`src/sv/mp2_pkg.sv`:
```
// ----------------------------------------------------------------------------
// mp2_pkg
// shared widths, register codes and word types of the 2x2 max-pool core
// ----------------------------------------------------------------------------
package mp2_pkg;

  localparam int SAMPLE_W     = 16;
  localparam int POS_W        = 2;
  localparam int WIDTH_REG_W  = 11;
  localparam int HEIGHT_REG_W = 13;
  localparam int CHAN_REG_W   = 11;
  localparam int ROW_W        = 12;
  localparam int CHAN_W       = 10;
  localparam int MAX_HEIGHT   = 4096;
  localparam int MAX_CHANNELS = 1024;
  localparam int CFG_IDX_W    = 2;
  localparam int CFG_DATA_W   = 13;

  localparam logic [WIDTH_REG_W-1:0]  WIDTH_RESET  = 11'd32;
  localparam logic [HEIGHT_REG_W-1:0] HEIGHT_RESET = 13'd32;
  localparam logic [CHAN_REG_W-1:0]   CHAN_RESET   = 11'd3;

  // configuration register indexes
  typedef enum logic [CFG_IDX_W-1:0] {
    CFG_IMAGE_WIDTH   = 2'd0,
    CFG_IMAGE_HEIGHT  = 2'd1,
    CFG_CHANNEL_COUNT = 2'd2
  } mp2_cfg_idx_e;

  // window position codes
  localparam logic [POS_W-1:0] POS_TL = 2'd0;
  localparam logic [POS_W-1:0] POS_TR = 2'd1;
  localparam logic [POS_W-1:0] POS_BL = 2'd2;
  localparam logic [POS_W-1:0] POS_BR = 2'd3;

  typedef struct packed {
    logic [WIDTH_REG_W-1:0]  image_width;
    logic [HEIGHT_REG_W-1:0] image_height;
    logic [CHAN_REG_W-1:0]   channel_count;
  } mp2_cfg_t;

  // line store entry: top-row pair maximum
  typedef struct packed {
    logic                right;
    logic [SAMPLE_W-1:0] value;
  } mp2_pair_t;

  // bottom-right word handed from the scan stage to the merge stage
  typedef struct packed {
    logic                valid;
    logic [SAMPLE_W-1:0] bottom_left;
    logic [SAMPLE_W-1:0] bottom_right;
    logic                last;
  } mp2_issue_t;

endpackage

```
`src/sv/mp2_result_if.sv`:
```
// ----------------------------------------------------------------------------
// mp2_result_if
// pooled result channel with valid/ready handshake
// ----------------------------------------------------------------------------
interface mp2_result_if;
  logic                                valid;
  logic                                ready;
  logic signed [mp2_pkg::SAMPLE_W-1:0] pooled_value;
  logic [mp2_pkg::POS_W-1:0]           max_position;
  logic                                last_of_frame;

  modport source (output valid, output pooled_value, output max_position,
                  output last_of_frame, input ready);
  modport sink (input valid, input pooled_value, input max_position,
                input last_of_frame, output ready);
endinterface

```
`src/sv/mp2_merge.sv`:
```
// ----------------------------------------------------------------------------
// mp2_merge
// joins the stored top pair with the bottom pair and holds the result word
// ----------------------------------------------------------------------------
module mp2_merge (
  input  logic                clk_i,
  input  logic                rst_ni,
  input  logic                accept_i,
  input  mp2_pkg::mp2_issue_t issue_i,
  input  mp2_pkg::mp2_pair_t  top_i,
  output logic                can_take_o,
  mp2_result_if.source        result_o
);

  logic                          s1_valid_q, s1_valid_d;
  logic [mp2_pkg::SAMPLE_W-1:0]  s1_bl_q, s1_br_q;
  logic                          s1_last_q;
  logic                          out_valid_q, out_valid_d;
  logic [mp2_pkg::SAMPLE_W-1:0]  out_value_q, out_value_d;
  logic [mp2_pkg::POS_W-1:0]     out_pos_q, out_pos_d;
  logic                          out_last_q, out_last_d;
  logic                          out_load;
  logic [mp2_pkg::SAMPLE_W-1:0]  best;
  logic [mp2_pkg::POS_W-1:0]     pos;

  assign out_load   = !out_valid_q || result_o.ready;
  assign can_take_o = !s1_valid_q || out_load;

  // first maximum in scan order
  always_comb begin
    best = top_i.value;
    pos  = top_i.right ? mp2_pkg::POS_TR : mp2_pkg::POS_TL;
    if ($signed(s1_bl_q) > $signed(best)) begin
      best = s1_bl_q;
      pos  = mp2_pkg::POS_BL;
    end
    if ($signed(s1_br_q) > $signed(best)) begin
      best = s1_br_q;
      pos  = mp2_pkg::POS_BR;
    end
  end

  always_comb begin
    s1_valid_d  = accept_i ? issue_i.valid : (s1_valid_q && !out_load);
    out_valid_d = out_load ? s1_valid_q : out_valid_q;
    out_value_d = out_value_q;
    out_pos_d   = out_pos_q;
    out_last_d  = out_last_q;
    if (out_load && s1_valid_q) begin
      out_value_d = best;
      out_pos_d   = pos;
      out_last_d  = s1_last_q;
    end
  end

  always_ff @(posedge clk_i or negedge rst_ni) begin
    if (!rst_ni) begin
      s1_valid_q  <= 1'b0;
      out_valid_q <= 1'b0;
    end else begin
      s1_valid_q  <= s1_valid_d;
      out_valid_q <= out_valid_d;
    end
  end

  always_ff @(posedge clk_i) begin
    if (accept_i && issue_i.valid) begin
      s1_bl_q   <= issue_i.bottom_left;
      s1_br_q   <= issue_i.bottom_right;
      s1_last_q <= issue_i.last;
    end
    out_value_q <= out_value_d;
    out_pos_q   <= out_pos_d;
    out_last_q  <= out_last_d;
  end

  assign result_o.valid         = out_valid_q;
  assign result_o.pooled_value  = out_value_q;
  assign result_o.max_position  = out_pos_q;
  assign result_o.last_of_frame = out_last_q;

endmodule

```
`src/flat_wrapper.sv`:
```
// flat-port wrapper written by rule: the top's interface ports become plain ports
module mp2_merge_flat 
  (clk_i, rst_ni, accept_i, issue_i, top_i, can_take_o, result_o_valid, result_o_pooled_value, result_o_max_position, result_o_last_of_frame, result_o_ready);
  mp2_result_if result_o_i ();
  input  logic clk_i;
  input  logic rst_ni;
  input  logic accept_i;
  input  mp2_pkg::mp2_issue_t issue_i;
  input  mp2_pkg::mp2_pair_t top_i;
  output logic can_take_o;
  output wire logic [$bits(result_o_i.valid)-1:0] result_o_valid;
  output wire logic [$bits(result_o_i.pooled_value)-1:0] result_o_pooled_value;
  output wire logic [$bits(result_o_i.max_position)-1:0] result_o_max_position;
  output wire logic [$bits(result_o_i.last_of_frame)-1:0] result_o_last_of_frame;
  input wire logic [$bits(result_o_i.ready)-1:0] result_o_ready;
  assign result_o_valid = result_o_i.valid;
  assign result_o_pooled_value = result_o_i.pooled_value;
  assign result_o_max_position = result_o_i.max_position;
  assign result_o_last_of_frame = result_o_i.last_of_frame;
  assign result_o_i.ready = result_o_ready;
  mp2_merge u_core (.clk_i(clk_i), .rst_ni(rst_ni), .accept_i(accept_i), .issue_i(issue_i), .top_i(top_i), .can_take_o(can_take_o), .result_o(result_o_i));
endmodule
```
`config.mk`:
```
export PLATFORM = sky130hd
export DESIGN_NAME = mp2_merge_flat
export DESIGN_NICKNAME = d
export VERILOG_FILES = /design/src/sv/mp2_pkg.sv /design/src/sv/mp2_result_if.sv /design/src/sv/mp2_merge.sv /design/src/flat_wrapper.sv
export SDC_FILE = /design/constraint.sdc
export NUM_CORES = 1
export LEC_CHECK = 0
export ABC_AREA = 0
export BUFFER_PORTS_ARGS = -buffer_cell sky130_fd_sc_hd__buf_4
export CORE_UTILIZATION = 54
export CTS_CLUSTER_DIAMETER = 40
export DETAILED_ROUTE_END_ITERATION = 12
export GPL_ROUTABILITY_DRIVEN = 1
export PLACE_DENSITY_LB_ADDON = 0.25
export SYNTH_ARGS = -nofsm -noshare
export SYNTH_HDL_FRONTEND = slang
export SYNTH_SLANG_ARGS = --single-unit
```
`constraint.sdc`:
```
create_clock -name clk_i -period 4.65 [get_ports clk_i]
set_input_delay 0.465 -clock clk_i [delete_from_list [all_inputs] [get_ports clk_i]]
set_output_delay 0.465 -clock clk_i [all_outputs]
set_load 0.02 [all_outputs]
```
**After elaboration in Yosys (flattened, before gate mapping)**

Cells that the tools add are included.

- Register bits: 54
- Input bits: 55
- Output and inout bits: 21
- Logic and storage cells: 25

- Magnitude comparators: 2
- Multiplexer cells: 5
- Reduce and logical (&&, ||, !) cells: 9

Operators with widths:

| cell | count |
|---|---|
| $gt A16 B16 Y1 | 2 |
| $mux W16 | 2 |
| $logic_and A1 B1 Y1 | 3 |
| $logic_not A1 Y1 | 3 |
| $mux W1 | 3 |
| $logic_or A1 B1 Y1 | 2 |
| $reduce_or A2 Y1 | 1 |

**Logic depth before layout (Yosys ltp)**

- Word-level depth: 5
- Depth in mapped cells: 18
- Mapped depth without buffers: 15

**Least setup slack after synthesis**

No wires, ideal clock.

- Path kind: input-to-reg
- From: input port top_i[6] in the netlist's numbering
- To: register u_core.out_value_q (netlist bit u_core.result_o.pooled_value[0]) (data pin)
- Library setup time: 0.272 ns
- Data arrival time: 3.959 ns
- Required time: 4.378 ns
- Path slack: 0.419 ns
- Stages on the path: 17
- Path buffers: 3
- Cell sequence: inv_1 > ha_1 > a41oi_1 > o21ai_1 > a2111o_1 > o31a_1 > buf_6 > nand2_8 > buf_6 > mux2i_1 > ha_1 > o21ai_0 > a21oi_1 > o311a_1 > o31ai_2 > clkbuf_1 > o221ai_1

- Longest elaborated chain between the ends: 4

RTL lines:

| item | RTL line | source |
|---|---|---|
| from (decl) | flat_wrapper.sv:9 | `input mp2_pkg::mp2_pair_t top_i;` |
| $gt A16 B16 Y1 | mp2_merge.sv:33 | `if ($signed(s1_bl_q) > $signed(best)) begin` |
| $mux W16 * | mp2_merge.sv:33 |  |
| $gt A16 B16 Y1 | mp2_merge.sv:37 | `if ($signed(s1_br_q) > $signed(best)) begin` |
| $mux W16 * | mp2_merge.sv:37 |  |
| net u_core.best, one bit | mp2_merge.sv:23 | `logic [mp2_pkg::SAMPLE_W-1:0] best;` |
| to (signal assigned) | mp2_merge.sv:72 | `out_value_q <= out_value_d;` |
| to (decl) | mp2_merge.sv:19 | `logic [mp2_pkg::SAMPLE_W-1:0] out_value_q, out_value_d;` |

Mark *: on every way through the listed nets, which the timed path passes. The rest lies on a longest branch.
A chain may end at the register's enable or synchronous reset.

**Final worst setup path**

- From: register u_core.s1_bl_q[6] in the netlist's numbering
- To: register u_core.out_value_q (netlist bit u_core.result_o.pooled_value[14]) (data pin)

- Longest elaborated chain between the ends: 4

RTL lines:

| item | RTL line | source |
|---|---|---|
| from (decl) | mp2_merge.sv:16 | `logic [mp2_pkg::SAMPLE_W-1:0] s1_bl_q, s1_br_q;` |
| from (signal assigned) | mp2_merge.sv:68 | `s1_bl_q <= issue_i.bottom_left;` |
| $gt A16 B16 Y1 | mp2_merge.sv:33 |  |
| $mux W16 * | mp2_merge.sv:33 |  |
| $gt A16 B16 Y1 | mp2_merge.sv:37 |  |
| $mux W16 * | mp2_merge.sv:37 |  |
| net u_core.best, one bit | mp2_merge.sv:23 |  |

Marked as above.

==> impl_results.md <==
* Status: finished clean
* FF-to-FF End: u_core.result_o.pooled_value[14]$_DFFE_PP_
* Detailed Place HPWL at 5.400 mm
* Critical path class: reg -> reg
* Mapped Cells at 260
* Die area at 6084 um2
* Synthesis Warnings at 0
* Synthesis-to-layout area growth at 24.59%
* Clk root buf: clkbuf_8
* GP Congestion at 0.9987
* Hold-fix buffers, CTS at 1
* FF-to-FF Start: u_core.s1_bl_q[6]$_DFFE_PP_
* F_max at 234.3 MHz
* Clk pin slew, worst setup/hold paths at 0.10 ns
* Synth Area in Adders at 12.84%
* Unrepaired setup endpoints after global routing: false
* Final ANT Viol Nets at 0
* Finished Core Util at 70.14%
* Critical path origin: u_core.s1_bl_q[6]$_DFFE_PP_
* Largest family of logic cells by synthesized area: simple AND/OR/NAND/NOR gates
* Routed wire per std cell at 17.42 um
* Clock Latency Late Sink at 0.31 ns
* CTS tree: yes
* Core Area at 5540 um2
* Post-route clock period utilization at 91.77%
* First DRT Iteration DRCs at 259
* VDD IR max at 0.1940 mV
* Slew @ Worst Pin at 0.8497 ns
* Final setup violation count at 0
* Largest net degree at the start of global routing at 35
* Input/output buffers at 75
* CTS buffer count at 5
* Synth Flop Type: edfxtp_1
* Filler cells at 429
* Synth Area in XOR/XNOR at 0%
* EDFF count, synth at 52
* Seq/Total Area, Yosys at 51.66%
* Initial antenna violation count at 0
* Detailed Routing Iterations Pass 1 at 5
* Die Width at 78 um
* CTS H-Tree Depth at 2
* Final WL at 7.196 mm
* Final nets at 427
* R2R Setup Slk at 0.38 ns
* Share of layout cells above drive strength 1 at 28.45%
* Worst Path Arrival at 4.32 ns
* Antenna cells at 0
* Mapped Avg Cell Area at 12.00 um2
* Die Span Y at 78 um
* Global-route wire length before repair at 11.48 mm
* Seq cells post-synth at 54
* Post-CTS Setup Inserts at 0
* Worst setup path endpoint: u_core.result_o.pooled_value[14]$_DFFE_PP_
* Layout Skew at 0.01065 ns
* Mux contribution to synthesized area at 4.813%
* Total track usage at 24.90%
* Final Hold Fails at 0
* DRC violations left at 0
* Netlist Area Pre-Place at 3119 um2
* Crit path capture type: flop
* Slew Viols, Final at 0
* Min Tclk post-route at 4.267 ns
* Post-synth ARST share at 3.704%
* FF-to-FF path depth at 15
* Required time of the critical path at 4.70 ns
* Leak Pwr at 1.672 nW
* I/O Pins at 76
* Final TNS setup at 0 ns
* DR vias at 2,405
* Count of cell types in the netlist at 39
* Power per cell area at 326.8 nW/um2
* Simple-gate share of the synthesized area at 14.28%
* GRT overflow at 0
* Worst hold path type: in -> reg
* Post-Syn Nets at 347
* MaxCap Viol Count at 0
* Worst rel slew slack at 43.35%
* PostCTS Resize Cnt at 0
* FP Rows at 27
* Vias in the first global route at 2,303
* Clk buf depth at 2
* CP Max Fanout at 19
* CP startpoint kind: flop
* Synth Area in Compound Gates at 12.11%
* Vias per cell at 5.823
* Initial core utilization at 56.30%
* CTS sink count at 54
## worst min path at each step
stage | start | endpoint | slack, ns | depth (start not counted)
after floorplan | rst_ni | u_core.result_o.valid$_DFFE_PN0P_ | 0.17 | 0
after global placement | rst_ni | u_core.s1_valid_q$_DFF_PN0_ | 0.25 | 1
after detailed placement | rst_ni | u_core.result_o.valid$_DFFE_PN0P_ | 0.25 | 1
after CTS | issue_i[26] | u_core.s1_bl_q[9]$_DFFE_PP_ | 0.33 | 1
after global routing | issue_i[0] | u_core.s1_last_q$_DFFE_PP_ | 0.32 | 1
final | issue_i[0] | u_core.s1_last_q$_DFFE_PP_ | 0.33 | 1
## worst max-delay path: stages (launching register included)
cell,delay [ns]
edfxtp_1,0.48
ha_1,0.35
a41oi_1,0.21
o21ai_1,0.09
a2111o_1,0.46
o31a_1,0.39
nand2_8,0.22
mux2i_1,0.23
ha_1,0.26
o21ai_0,0.14
a21oi_1,0.06
o311a_1,0.35
o31a_1,0.40
buf_4,0.20
nand2_1,0.07
nand3_1,0.09
## Yosys cell counts, types with 2 or more instances
cell type	n	share of area (%)
o21bai_1	2	0.48
ha_1	32	13
nand2_1	24	2.9
a211o_1	2	0.56
edfxtp_1	52	50
a21o_1	3	0.72
nand2b_1	4	0.80
clkbuf_1	4	0.48
inv_1	19	2.3
and2_1	2	0.40
nor2_1	6	0.72
nor3_1	2	0.32
buf_2	5	0.80
nand3b_1	3	0.72
o31a_1	2	0.56
dfrtp_1	2	1.6
o211ai_1	17	4.1
o21ai_1	3	0.48
nand4_1	20	4.0
nor2b_1	2	0.40
buf_6	2	0.72
a21oi_1	6	0.96
nand3_1	16	2.6
mux2i_1	15	4.8
## per-layer routing
metal	wire length, um	up-vias	GRT usage [%]
li1	-	1163	-
met1	3181	1118	36.17
met2	3433	114	38.50
met3	498	10	3.529
met4	83	0	8.148
met5	0	-	0
## placed cells by master, fill, tap and decap left out, types with 2 or more instances in the layout
cell type  Yosys  final
a21oi_1        6      6
o21bai_1       2      2
and2_1         2      2
a21o_1         3      3
nand3_1       16     16
nor2_1         6      6
clkbuf_8       0      5
buf_4          0     82
edfxtp_1      52     52
nor2b_1        2      2
o211ai_1      17     17
nor3_1         2      2
dfrtp_1        2      2
nand4_1       20     20
o31a_1         2      2
inv_1         19     19
nand2b_1       4      4
o21ai_1        3      3
a211o_1        2      2
nand2_1       24     24
mux2i_1       15     15
o31ai_4        1      2
nand3b_1       3      3
ha_1          32     32
## through the flow
stage | hold WS (ns) | cell area [um2] | instances | worst slack (ns) | power (mW)
2_1_floorplan | 0.1694 | 3119 | 260 | 0.4190 | 0.8680
3_3_place_gp | 0.2474 | 3791 | 404 | 0.3080 | 1.007
3_5_place_dp | 0.2490 | 3791 | 404 | 0.2609 | 1.019
4_1_cts | 0.3255 | 3886 | 413 | 0.4202 | 1.266
5_1_grt | 0.3174 | 3886 | 413 | 0.1423 | 1.326
6_report | 0.3275 | 3886 | 413 | 0.3827 | 1.270
## registers in the layout, indices dropped and copies added (netlist names)
signal                         flops
u_core.s1_last_q                   1
u_core.s1_valid_q                  1
u_core.s1_bl_q                    16
u_core.result_o.valid              1
u_core.result_o.pooled_value      16
u_core.s1_br_q                    16
u_core.result_o.last_of_frame      1
u_core.result_o.max_position       2
## area by class of cell
cell class / instances / area [um2] / area share (%)
timing repair buffer: 84 / 645.6 / 16.61
multi-input combinational: 176 / 1383 / 35.58
inverter: 19 / 71.32 / 1.835
tap: 72 / 90.09 / 2.318
clock inverter: 3 / 16.27 / 0.4185
sequential: 54 / 1612 / 41.47
clock buffer: 5 / 68.82 / 1.771
## power by group
part           switching, mW  internal (mW)  total, mW
Clock                  0.151          0.104      0.254
Sequential            0.0230          0.590      0.613
Combinational          0.226          0.177      0.402
## cells by family after synthesis
logic type,Yosys count
compound gates,47
mux,15
flops,54
buf+inv,30
simple gates,82
fa+ha+maj,32
Power figures use the tool's default switching activity.
