**src/sv/mp2_pkg.sv**
```systemverilog
// ----------------------------------------------------------------------------
// mp2_pkg
// shared widths, register codes and word types of the 2x2 max-pool core
// ----------------------------------------------------------------------------
package mp2_pkg;

  localparam int SAMPLE_W     = 16;
  localparam int POS_W        = 2;
  localparam int WIDTH_REG_W  = 11;
  localparam int HEIGHT_REG_W = 13;
  localparam int CHAN_REG_W   = 11;
  localparam int ROW_W        = 12;
  localparam int CHAN_W       = 10;
  localparam int MAX_HEIGHT   = 4096;
  localparam int MAX_CHANNELS = 1024;
  localparam int CFG_IDX_W    = 2;
  localparam int CFG_DATA_W   = 13;

  localparam logic [WIDTH_REG_W-1:0]  WIDTH_RESET  = 11'd32;
  localparam logic [HEIGHT_REG_W-1:0] HEIGHT_RESET = 13'd32;
  localparam logic [CHAN_REG_W-1:0]   CHAN_RESET   = 11'd3;

  // configuration register indexes
  typedef enum logic [CFG_IDX_W-1:0] {
    CFG_IMAGE_WIDTH   = 2'd0,
    CFG_IMAGE_HEIGHT  = 2'd1,
    CFG_CHANNEL_COUNT = 2'd2
  } mp2_cfg_idx_e;

  // window position codes
  localparam logic [POS_W-1:0] POS_TL = 2'd0;
  localparam logic [POS_W-1:0] POS_TR = 2'd1;
  localparam logic [POS_W-1:0] POS_BL = 2'd2;
  localparam logic [POS_W-1:0] POS_BR = 2'd3;

  typedef struct packed {
    logic [WIDTH_REG_W-1:0]  image_width;
    logic [HEIGHT_REG_W-1:0] image_height;
    logic [CHAN_REG_W-1:0]   channel_count;
  } mp2_cfg_t;

  // line store entry: top-row pair maximum
  typedef struct packed {
    logic                right;
    logic [SAMPLE_W-1:0] value;
  } mp2_pair_t;

  // bottom-right word handed from the scan stage to the merge stage
  typedef struct packed {
    logic                valid;
    logic [SAMPLE_W-1:0] bottom_left;
    logic [SAMPLE_W-1:0] bottom_right;
    logic                last;
  } mp2_issue_t;

endpackage

```
**src/sv/mp2_scan.sv**
```systemverilog
// ----------------------------------------------------------------------------
// mp2_scan
// raster counters, top-row pair reduction and line store addressing
// ----------------------------------------------------------------------------
module mp2_scan #(
  parameter int MAX_WIDTH = 1024,
  parameter int COL_W = $clog2(MAX_WIDTH),
  parameter int ADDR_W = (MAX_WIDTH / 2 > 1) ? $clog2(MAX_WIDTH / 2) : 1
) (
  input  logic                           clk_i,
  input  logic                           rst_ni,
  input  mp2_pkg::mp2_cfg_t              cfg_i,
  input  logic                           accept_i,
  input  logic [mp2_pkg::SAMPLE_W-1:0]   sample_i,
  output logic                           wr_en_o,
  output logic [ADDR_W-1:0]              wr_addr_o,
  output mp2_pkg::mp2_pair_t             wr_data_o,
  output logic                           rd_en_o,
  output logic [ADDR_W-1:0]              rd_addr_o,
  output mp2_pkg::mp2_issue_t            issue_o
);

  // compare width for columns: covers both the register and MAX_WIDTH
  localparam int CW = (COL_W + 1 > mp2_pkg::WIDTH_REG_W) ? COL_W + 1 : mp2_pkg::WIDTH_REG_W;
  localparam int HW = mp2_pkg::HEIGHT_REG_W;
  localparam int NW = mp2_pkg::CHAN_REG_W;

  logic [COL_W-1:0]              col_q, col_d;
  logic [mp2_pkg::ROW_W-1:0]     row_q, row_d;
  logic [mp2_pkg::CHAN_W-1:0]    chn_q, chn_d;
  logic [mp2_pkg::SAMPLE_W-1:0]  pair_q, pair_d;

  logic [CW-1:0] w_raw, w_eff, w_even, col_cur, col_inc;
  logic [HW-1:0] h_raw, h_eff, h_even, row_cur, row_inc;
  logic [NW-1:0] c_raw, c_eff, chn_cur, chn_inc;
  logic          active, right, bottom, last;
  mp2_pkg::mp2_pair_t pair_best;

  // effective bounds
  always_comb begin
    w_raw = CW'(cfg_i.image_width);
    if (w_raw < CW'(2)) begin
      w_eff = CW'(2);
    end else if (w_raw > CW'(MAX_WIDTH)) begin
      w_eff = CW'(MAX_WIDTH);
    end else begin
      w_eff = w_raw;
    end
    h_raw = cfg_i.image_height;
    if (h_raw < HW'(2)) begin
      h_eff = HW'(2);
    end else if (h_raw > HW'(mp2_pkg::MAX_HEIGHT)) begin
      h_eff = HW'(mp2_pkg::MAX_HEIGHT);
    end else begin
      h_eff = h_raw;
    end
    c_raw = cfg_i.channel_count;
    if (c_raw < NW'(1)) begin
      c_eff = NW'(1);
    end else if (c_raw > NW'(mp2_pkg::MAX_CHANNELS)) begin
      c_eff = NW'(mp2_pkg::MAX_CHANNELS);
    end else begin
      c_eff = c_raw;
    end
    w_even = {w_eff[CW-1:1], 1'b0};
    h_even = {h_eff[HW-1:1], 1'b0};
  end

  // current position, restarted if a bound shrank below it
  always_comb begin
    col_cur = (CW'(col_q) >= w_eff) ? '0 : CW'(col_q);
    row_cur = (HW'(row_q) >= h_eff) ? '0 : HW'(row_q);
    chn_cur = (NW'(chn_q) >= c_eff) ? '0 : NW'(chn_q);
    active  = (col_cur < w_even) && (row_cur < h_even);
    right   = col_cur[0];
    bottom  = row_cur[0];
    last    = (col_cur == w_even - CW'(1)) && (row_cur == h_even - HW'(1)) &&
              (chn_cur == c_eff - NW'(1));
  end

  // next position
  always_comb begin
    col_inc = col_cur + CW'(1);
    row_inc = row_cur;
    chn_inc = chn_cur;
    if (col_inc >= w_eff) begin
      col_inc = '0;
      row_inc = row_cur + HW'(1);
      if (row_inc >= h_eff) begin
        row_inc = '0;
        chn_inc = chn_cur + NW'(1);
        if (chn_inc >= c_eff) begin
          chn_inc = '0;
        end
      end
    end
    col_d  = accept_i ? COL_W'(col_inc) : col_q;
    row_d  = accept_i ? row_inc[mp2_pkg::ROW_W-1:0] : row_q;
    chn_d  = accept_i ? chn_inc[mp2_pkg::CHAN_W-1:0] : chn_q;
    pair_d = (accept_i && active && !right) ? sample_i : pair_q;
  end

  // top-row pair maximum, left wins ties
  always_comb begin
    pair_best.value = pair_q;
    pair_best.right = 1'b0;
    if ($signed(sample_i) > $signed(pair_q)) begin
      pair_best.value = sample_i;
      pair_best.right = 1'b1;
    end
  end

  assign wr_en_o   = accept_i && active && right && !bottom;
  assign wr_addr_o = ADDR_W'(col_cur >> 1);
  assign wr_data_o = pair_best;
  assign rd_en_o   = accept_i && active && right && bottom;
  assign rd_addr_o = ADDR_W'(col_cur >> 1);

  always_comb begin
    issue_o.valid        = rd_en_o;
    issue_o.bottom_left  = pair_q;
    issue_o.bottom_right = sample_i;
    issue_o.last         = last;
  end

  always_ff @(posedge clk_i or negedge rst_ni) begin
    if (!rst_ni) begin
      col_q  <= '0;
      row_q  <= '0;
      chn_q  <= '0;
      pair_q <= '0;
    end else begin
      col_q  <= col_d;
      row_q  <= row_d;
      chn_q  <= chn_d;
      pair_q <= pair_d;
    end
  end

endmodule

```
**config.mk**
```make
export PLATFORM = sky130hd
export DESIGN_NAME = mp2_scan
export DESIGN_NICKNAME = d
export VERILOG_FILES = /design/src/sv/mp2_pkg.sv /design/src/sv/mp2_scan.sv
export SDC_FILE = /design/constraint.sdc
export NUM_CORES = 1
export LEC_CHECK = 0
export BUFFER_PORTS_ARGS = -buffer_cell sky130_fd_sc_hd__buf_4
export CORE_MARGIN = 1.5
export CORE_UTILIZATION = 29
export DETAILED_ROUTE_END_ITERATION = 8
export GPL_TIMING_DRIVEN = 0
export PLACE_DENSITY_LB_ADDON = 0.1
export SETUP_SLACK_MARGIN = 0.1
export SYNTH_ARGS = -nofsm -noshare
export SYNTH_HDL_FRONTEND = slang
export SYNTH_SLANG_ARGS = --single-unit
```
**constraint.sdc**
```tcl
create_clock -name clk_i -period 6.5 [get_ports clk_i]
set_input_delay 0.975 -clock clk_i [delete_from_list [all_inputs] [get_ports clk_i]]
set_output_delay 0.975 -clock clk_i [all_outputs]
set_load 0.03 [all_outputs]
```
* Yosys cells after proc, flatten, opt, wreduce, memory -nomap -nowiden *
Index checks and enable logic that the tools add are counted.

storage, ports and cells
  register bits = 48
  input bits = 54
  word-level logic and storage cells = 54
  output and inout port bits = 71

cells by class
  muxes and demuxes = 16
  reductions and logical operators = 10
  equal/unequal tests = 3
  magnitude comparators = 15
  add/subtract/negate cells = 6

operator list
  cell                   count
  $mux 10                6
  $mux 11                4
  $mux 12                3
  $mux 13                2
  $add 10x1->11 const B  2
  $eq 10x11->1           2
  $ge 10x11->1           2
  $ge 11x11->1           2
  $gt 11x11->1 const B   2
  $sub 11x1->11 const B  2
  $mux 17                1
  $gt 16x16->1           1
  $add 12x1->13 const B  1
  $eq 12x13->1           1
  $ge 12x13->1           1
  $ge 13x13->1           1
  $gt 13x13->1 const B   1
  $lt 12x13->1           1
  $lt 13x2->1 const B    1
  $sub 13x1->13 const B  1
  $lt 10x11->1           1
  $lt 11x1->1 const B    1
  $lt 11x2->1 const B    1
  $logic_and 1x1->1      8
  $logic_not 1->1        2

* Longest topological paths before layout *
  depth in word-level cells = 10
  mapped depth = 31
  gate-level depth less buffers = 26

* Worst setup path before layout *
No wires, ideal clock.

  path type = input port to output port
  from = in cfg_i[18] in the netlist's numbering
  to = out issue_o[33] in the netlist's numbering
  slack = -0.761 ns
  cell stages on the path = 21
  arrival = 6.286 ns
  path buffers = 4
  data required time = 5.525 ns
  cells stage by stage = clkbuf_1 or4_4 o41ai_4 nand2_1 ha_1 a2111oi_0 a2bb2oi_1 o21ai_1 buf_2 buf_4 and2_1 ha_1 nor2b_1 o21a_1 o21a_1 o21ai_0 nand2b_1 a2111oi_0 o21ai_0 nor4_1 buf_4

on the way
  longest elaborated chain between the ends = 10
  elaborated cells between the ends (all ways) = 11
  those cells by class = 4 x order compare; 3 x mux; 4 x reduce/logical

ends and longest elaborated chain
  what                             RTL line         source
  start, declared                  mp2_scan.sv:12   input mp2_pkg::mp2_cfg_t cfg_i,
  $gt 13x13->1                     mp2_scan.sv:52   end else if (h_raw > HW'(mp2_pkg::MAX_HEIGHT)) begin
  $mux 13                          mp2_scan.sv:52
  $mux 13 *                        mp2_scan.sv:50   if (h_raw < HW'(2)) begin
  $ge 12x13->1                     mp2_scan.sv:72   row_cur = (HW'(row_q) >= h_eff) ? '0 : HW'(row_q);
  $mux 12                          mp2_scan.sv:72
  $lt 12x13->1                     mp2_scan.sv:74   active = (col_cur < w_even) && (row_cur < h_even);
  $logic_and 1x1->1                mp2_scan.sv:74
  $logic_and 1x1->1 (2 in series)  mp2_scan.sv:116  assign rd_en_o = accept_i && active && right && bottom;
  $logic_and 1x1->1 *              mp2_scan.sv:116
  end, declared                    mp2_scan.sv:20   output mp2_pkg::mp2_issue_t issue_o

Mark *: on every way between the ends. The rest lies on a longest branch, timed or not.

==> summary.md <==
| Metric | Value |
|---|---|
| Result of the run | `finished, violations left` |
| Violated checks | `negative setup slack` |
| Standard-cell row count | `55` |
| Clock network fraction of total power | `12.5%` |
| Final Skew | `0.008382 ns` |
| Overall die height | `155.2 um` |
| Cell types with the largest area share after synthesis | `ha_1 20%, dfrtp_1 18%, mux2_2 5.7%` |
| Kind of start point of the critical path | `input port` |
| FF-to-FF End | `chn_q[3]` |
| Worst hold path endpoint | `col_q[9]` |
| Number of buffers inserted by port buffering | `122` |
| Static leakage power | `4.182 nW` |
| Clk slew on worst S/H paths | `0.07 ns` |
| Switching share of power | `47.79%` |
| P_sw | `1.234 mW` |
| Root buf cell | `clkbuf_16` |
| Horizontal extent of the die | `155.2 um` |
| Part of the power in registers | `18.4%` |
| Ys Warns | `0` |
| Library cell with the highest instance count after synthesis | `ha_1` |
| Per-cell via count in the routed design | `5.229` |
| Mapped Area | `6720 um2` |
| Peak supply drop | `151.8 uV` |
| Average size of a mapped cell | `8.126 um2` |
| Global placer's final weighted congestion | `0.8219` |
| Num Clock Sinks | `48` |
| Ant. Diodes | `0` |
| Total congestion overflow after global routing | `0` |
| Final Slew Violations | `0` |
| Worst flop-to-flop path startpoint | `row_q[6]` |
| Final Net Count | `1,158` |
| Crit path max fanout | `4` |
| Hold Crit Class | `flop to flop` |
| Register-to-Register Setup Slack | `1.31 ns` |
| Number of instances in the synthesized netlist | `827` |
| Cts bufs inserted | `5` |
| CTS tree | `yes` |
| Total Wirelength | `22.11 mm` |
| First-pass detailed-route iteration total | `5` |
| Met1 demand-to-capacity share in global routing | `25.50%` |
| Via count of the first global-routing pass | `6,331` |
| Fmax | `151.5 MHz` |
| Setup repair after global routing missed its margin | `true` |
| CP Capture Type | `output port` |
| Clk buf depth | `2` |
| Number of levels in the clock H-tree | `2` |
| Arrival time reported for the critical path endpoint | `5.62 ns` |
| Number of cells traversed by the worst register-to-register path | `26` |
| Worst-case setup margin in the final layout | `-0.09872 ns` |
| Met3 Usage GRT | `1.838%` |
| Period Utilization, post-route | `101.5%` |
| Tot GR Track Use | `18.18%` |
| Number of stages on the worst hold path | `1` |
| Total Die Area | `24,090 um2` |
| EDFF count, synth | `0` |
| Dominant cell type by area after synthesis | `ha_1` |
| Starting utilization of the core area | `29.59%` |
| Number of distinct library cells after synthesis | `70` |
| GRT met2 Usage | `30.62%` |
| Kind of critical path | `input port to output port` |
| DRC violation count after routing | `0` |
| FF+latch count, synth | `48` |
| End-of-flow core utilization | `39.69%` |
| Detailed Route Iter0 Violations | `329` |
| Share of total power in combinational logic | `69.1%` |
| Via total after detailed routing | `6,698` |
| Area growth from synthesis to layout | `34.13%` |
| Global-route wire length before repair | `35.02 mm` |
| Average wire per cell in the routed design | `17.26 um` |
| Power per cell area | `286.4 nW/um2` |
| Estimated wirelength of the detail-placed design | `17.18 mm` |
| Total design power | `2.581 mW` |
| Ratio of cells with drive above 1 in the final layout | `32.03%` |
| Antenna violations before repair | `0` |
| Sequential share of the synthesized area | `17.87%` |
| Global-route layer with the greatest usage | `met2` |
| Synth async-reset ratio | `100.0%` |
| Floorplan Core Area | `22,710 um2` |
| Top FF cell, synth | `dfrtp_1` |
| WP data required | `5.52 ns` |
| Number of violations of the max-capacitance limit | `0` |
| Setup TNS | `-0.1340 ns` |
| Hold_sp | `col_q[9]` |
| Power Internal | `1.347 mW` |
| Total count of hold-check failures in the final report | `0` |
| Largest net degree at the start of global routing | `49` |
| Total nets after synthesis | `990` |
| Clock network latency to the later pin of the worst-skew pair | `0.30 ns` |
| Number of antenna-violating nets in the routed design | `0` |
| Rel. slew slack | `47.86%` |
| Count of pins on the block boundary | `125` |
| Final worst path period need | `6.599 ns` |
| Setup Viol. Count Final | `2` |
| Area fraction of the dominant cell type after synthesis | `20.29%` |
| Top cells by instance count after synthesis | `109 x ha_1, 70 x nand2_1, 64 x o21ai_0` |
| Least-Margin Pin Slew | `0.7739 ns` |
-- registers in the layout (all words and copies together) (netlist names) --
| signal | cells |
|---|---|
| row_q | 12 |
| pair_q | 16 |
| col_q | 10 |
| chn_q | 10 |
-- layout make-up --
cell class	count	area, um2
buffer	48	351.6
timing repair buffer	162	1250
tap	285	356.6
clock inverter	2	38.79
sequential	48	1201
clock buffer	6	138.9
inverter	55	206.4
fill	2392	13700
multi-input combinational	675	5470
-- routing by layer --
layer	up-vias	part of all wire (%)
met5	-	0
met2	139	47
met1	3179	48
met4	0	1.1
li1	3364	-
met3	16	3.4
-- kinds of logic (layout without fill, tap and decap cells) --
| kind of cell | count (synthesis) | in the layout | share of synthesized area, % |
|---|---|---|---|
| compound gates | 216 | 216 | 21.75 |
| fa+ha+maj | 109 | 109 | 20.29 |
| buf+inv | 104 | 273 | 7.429 |
| simple gates | 271 | 271 | 21.06 |
| xor+xnor | 43 | 43 | 5.604 |
| flops | 48 | 48 | 17.87 |
| mux | 36 | 36 | 5.995 |
-- power groups by stage --
| stage | clock (mW) | combinational (mW) | sequential [mW] |
|---|---|---|---|
| after global routing | 0.341 | 1.94 | 0.491 |
| after detailed placement | 0 | 1.63 | 0.479 |
| after CTS | 0.330 | 1.70 | 0.475 |
| after global placement | 0 | 1.64 | 0.478 |
| final | 0.323 | 1.78 | 0.474 |
| after floorplan | 0 | 1.01 | 0.552 |
-- worst max-delay path, stage by stage --
cell       delay (ns)
buf_12           0.10
or4_4            0.57
o41ai_4          0.38
buf_6            0.18
nand2_4          0.08
ha_4             0.24
and2_4           0.16
a311o_1          0.34
o21ai_2          0.16
buf_6            0.13
buf_8            0.10
and2_4           0.15
ha_4             0.19
nor2b_4          0.11
o21a_1           0.17
o21a_1           0.18
o21ai_1          0.12
nand2b_1         0.15
a2111oi_4        0.37
o21ai_4          0.12
nor4_4           0.32
buf_4            0.17
buf_6            0.12
-- how the worst max path moves through the flow --
stage,start,to,slack [ns],depth (start not counted)
detailed placement,cfg_i[30],row_q[8],-1.51,28
floorplan,cfg_i[18],issue_o[33],-0.09,22
CTS,cfg_i[20],issue_o[33],-0.05,24
global placement,cfg_i[30],row_q[8],-1.59,28
finish,cfg_i[18],issue_o[33],-0.1,23
global route,cfg_i[18],issue_o[33],-0.24,24
-- placed cells by master, fill, tap and decap left out, types with 7 or more instances in the layout --
master,Yosys,routed
nor3b_1,8,7
nand2_1,70,64
xor2_1,12,12
or3_1,9,8
nand4_1,14,14
clkbuf_1,16,8
nor2_1,55,45
dfrtp_1,48,48
ha_1,109,103
nand2b_1,8,8
xnor2_1,31,31
inv_1,55,52
buf_4,28,181
o21ai_2,0,9
mux2_2,34,34
nor2b_1,10,9
a22o_1,23,23
o21ai_0,64,51
nand3_1,17,17
a21o_1,8,8
a21oi_1,39,37
buf_6,0,12
o21a_1,17,17
and3_1,14,10
nor3_1,15,12
and2_1,12,10
-- repair_timing --
action / 4_1_cts / 5_1_grt
hold endpoints to repair: 0 / 0
setup buffers: 18 / 21
resized for setup: 57 / 70
cloned: 0 / 1
pin swaps: 21 / 23
hold buffers: 0 / 0
endpoints found under the setup margin: 52 / 43
-- metrics by stage --
step	instances	setup slack (ns)	hold slack [ns]	cell area, um2
3_3_place_gp	1234	-1.589	0.5466	8056
3_5_place_dp	1234	-1.510	0.5455	8056
4_1_cts	1259	-0.04701	0.5670	8613
2_1_floorplan	827	-0.09446	0.5050	6784
6_report	1281	-0.09872	0.5627	9014
5_1_grt	1281	-0.2360	0.5945	9014
Power figures use the tool's default switching activity.
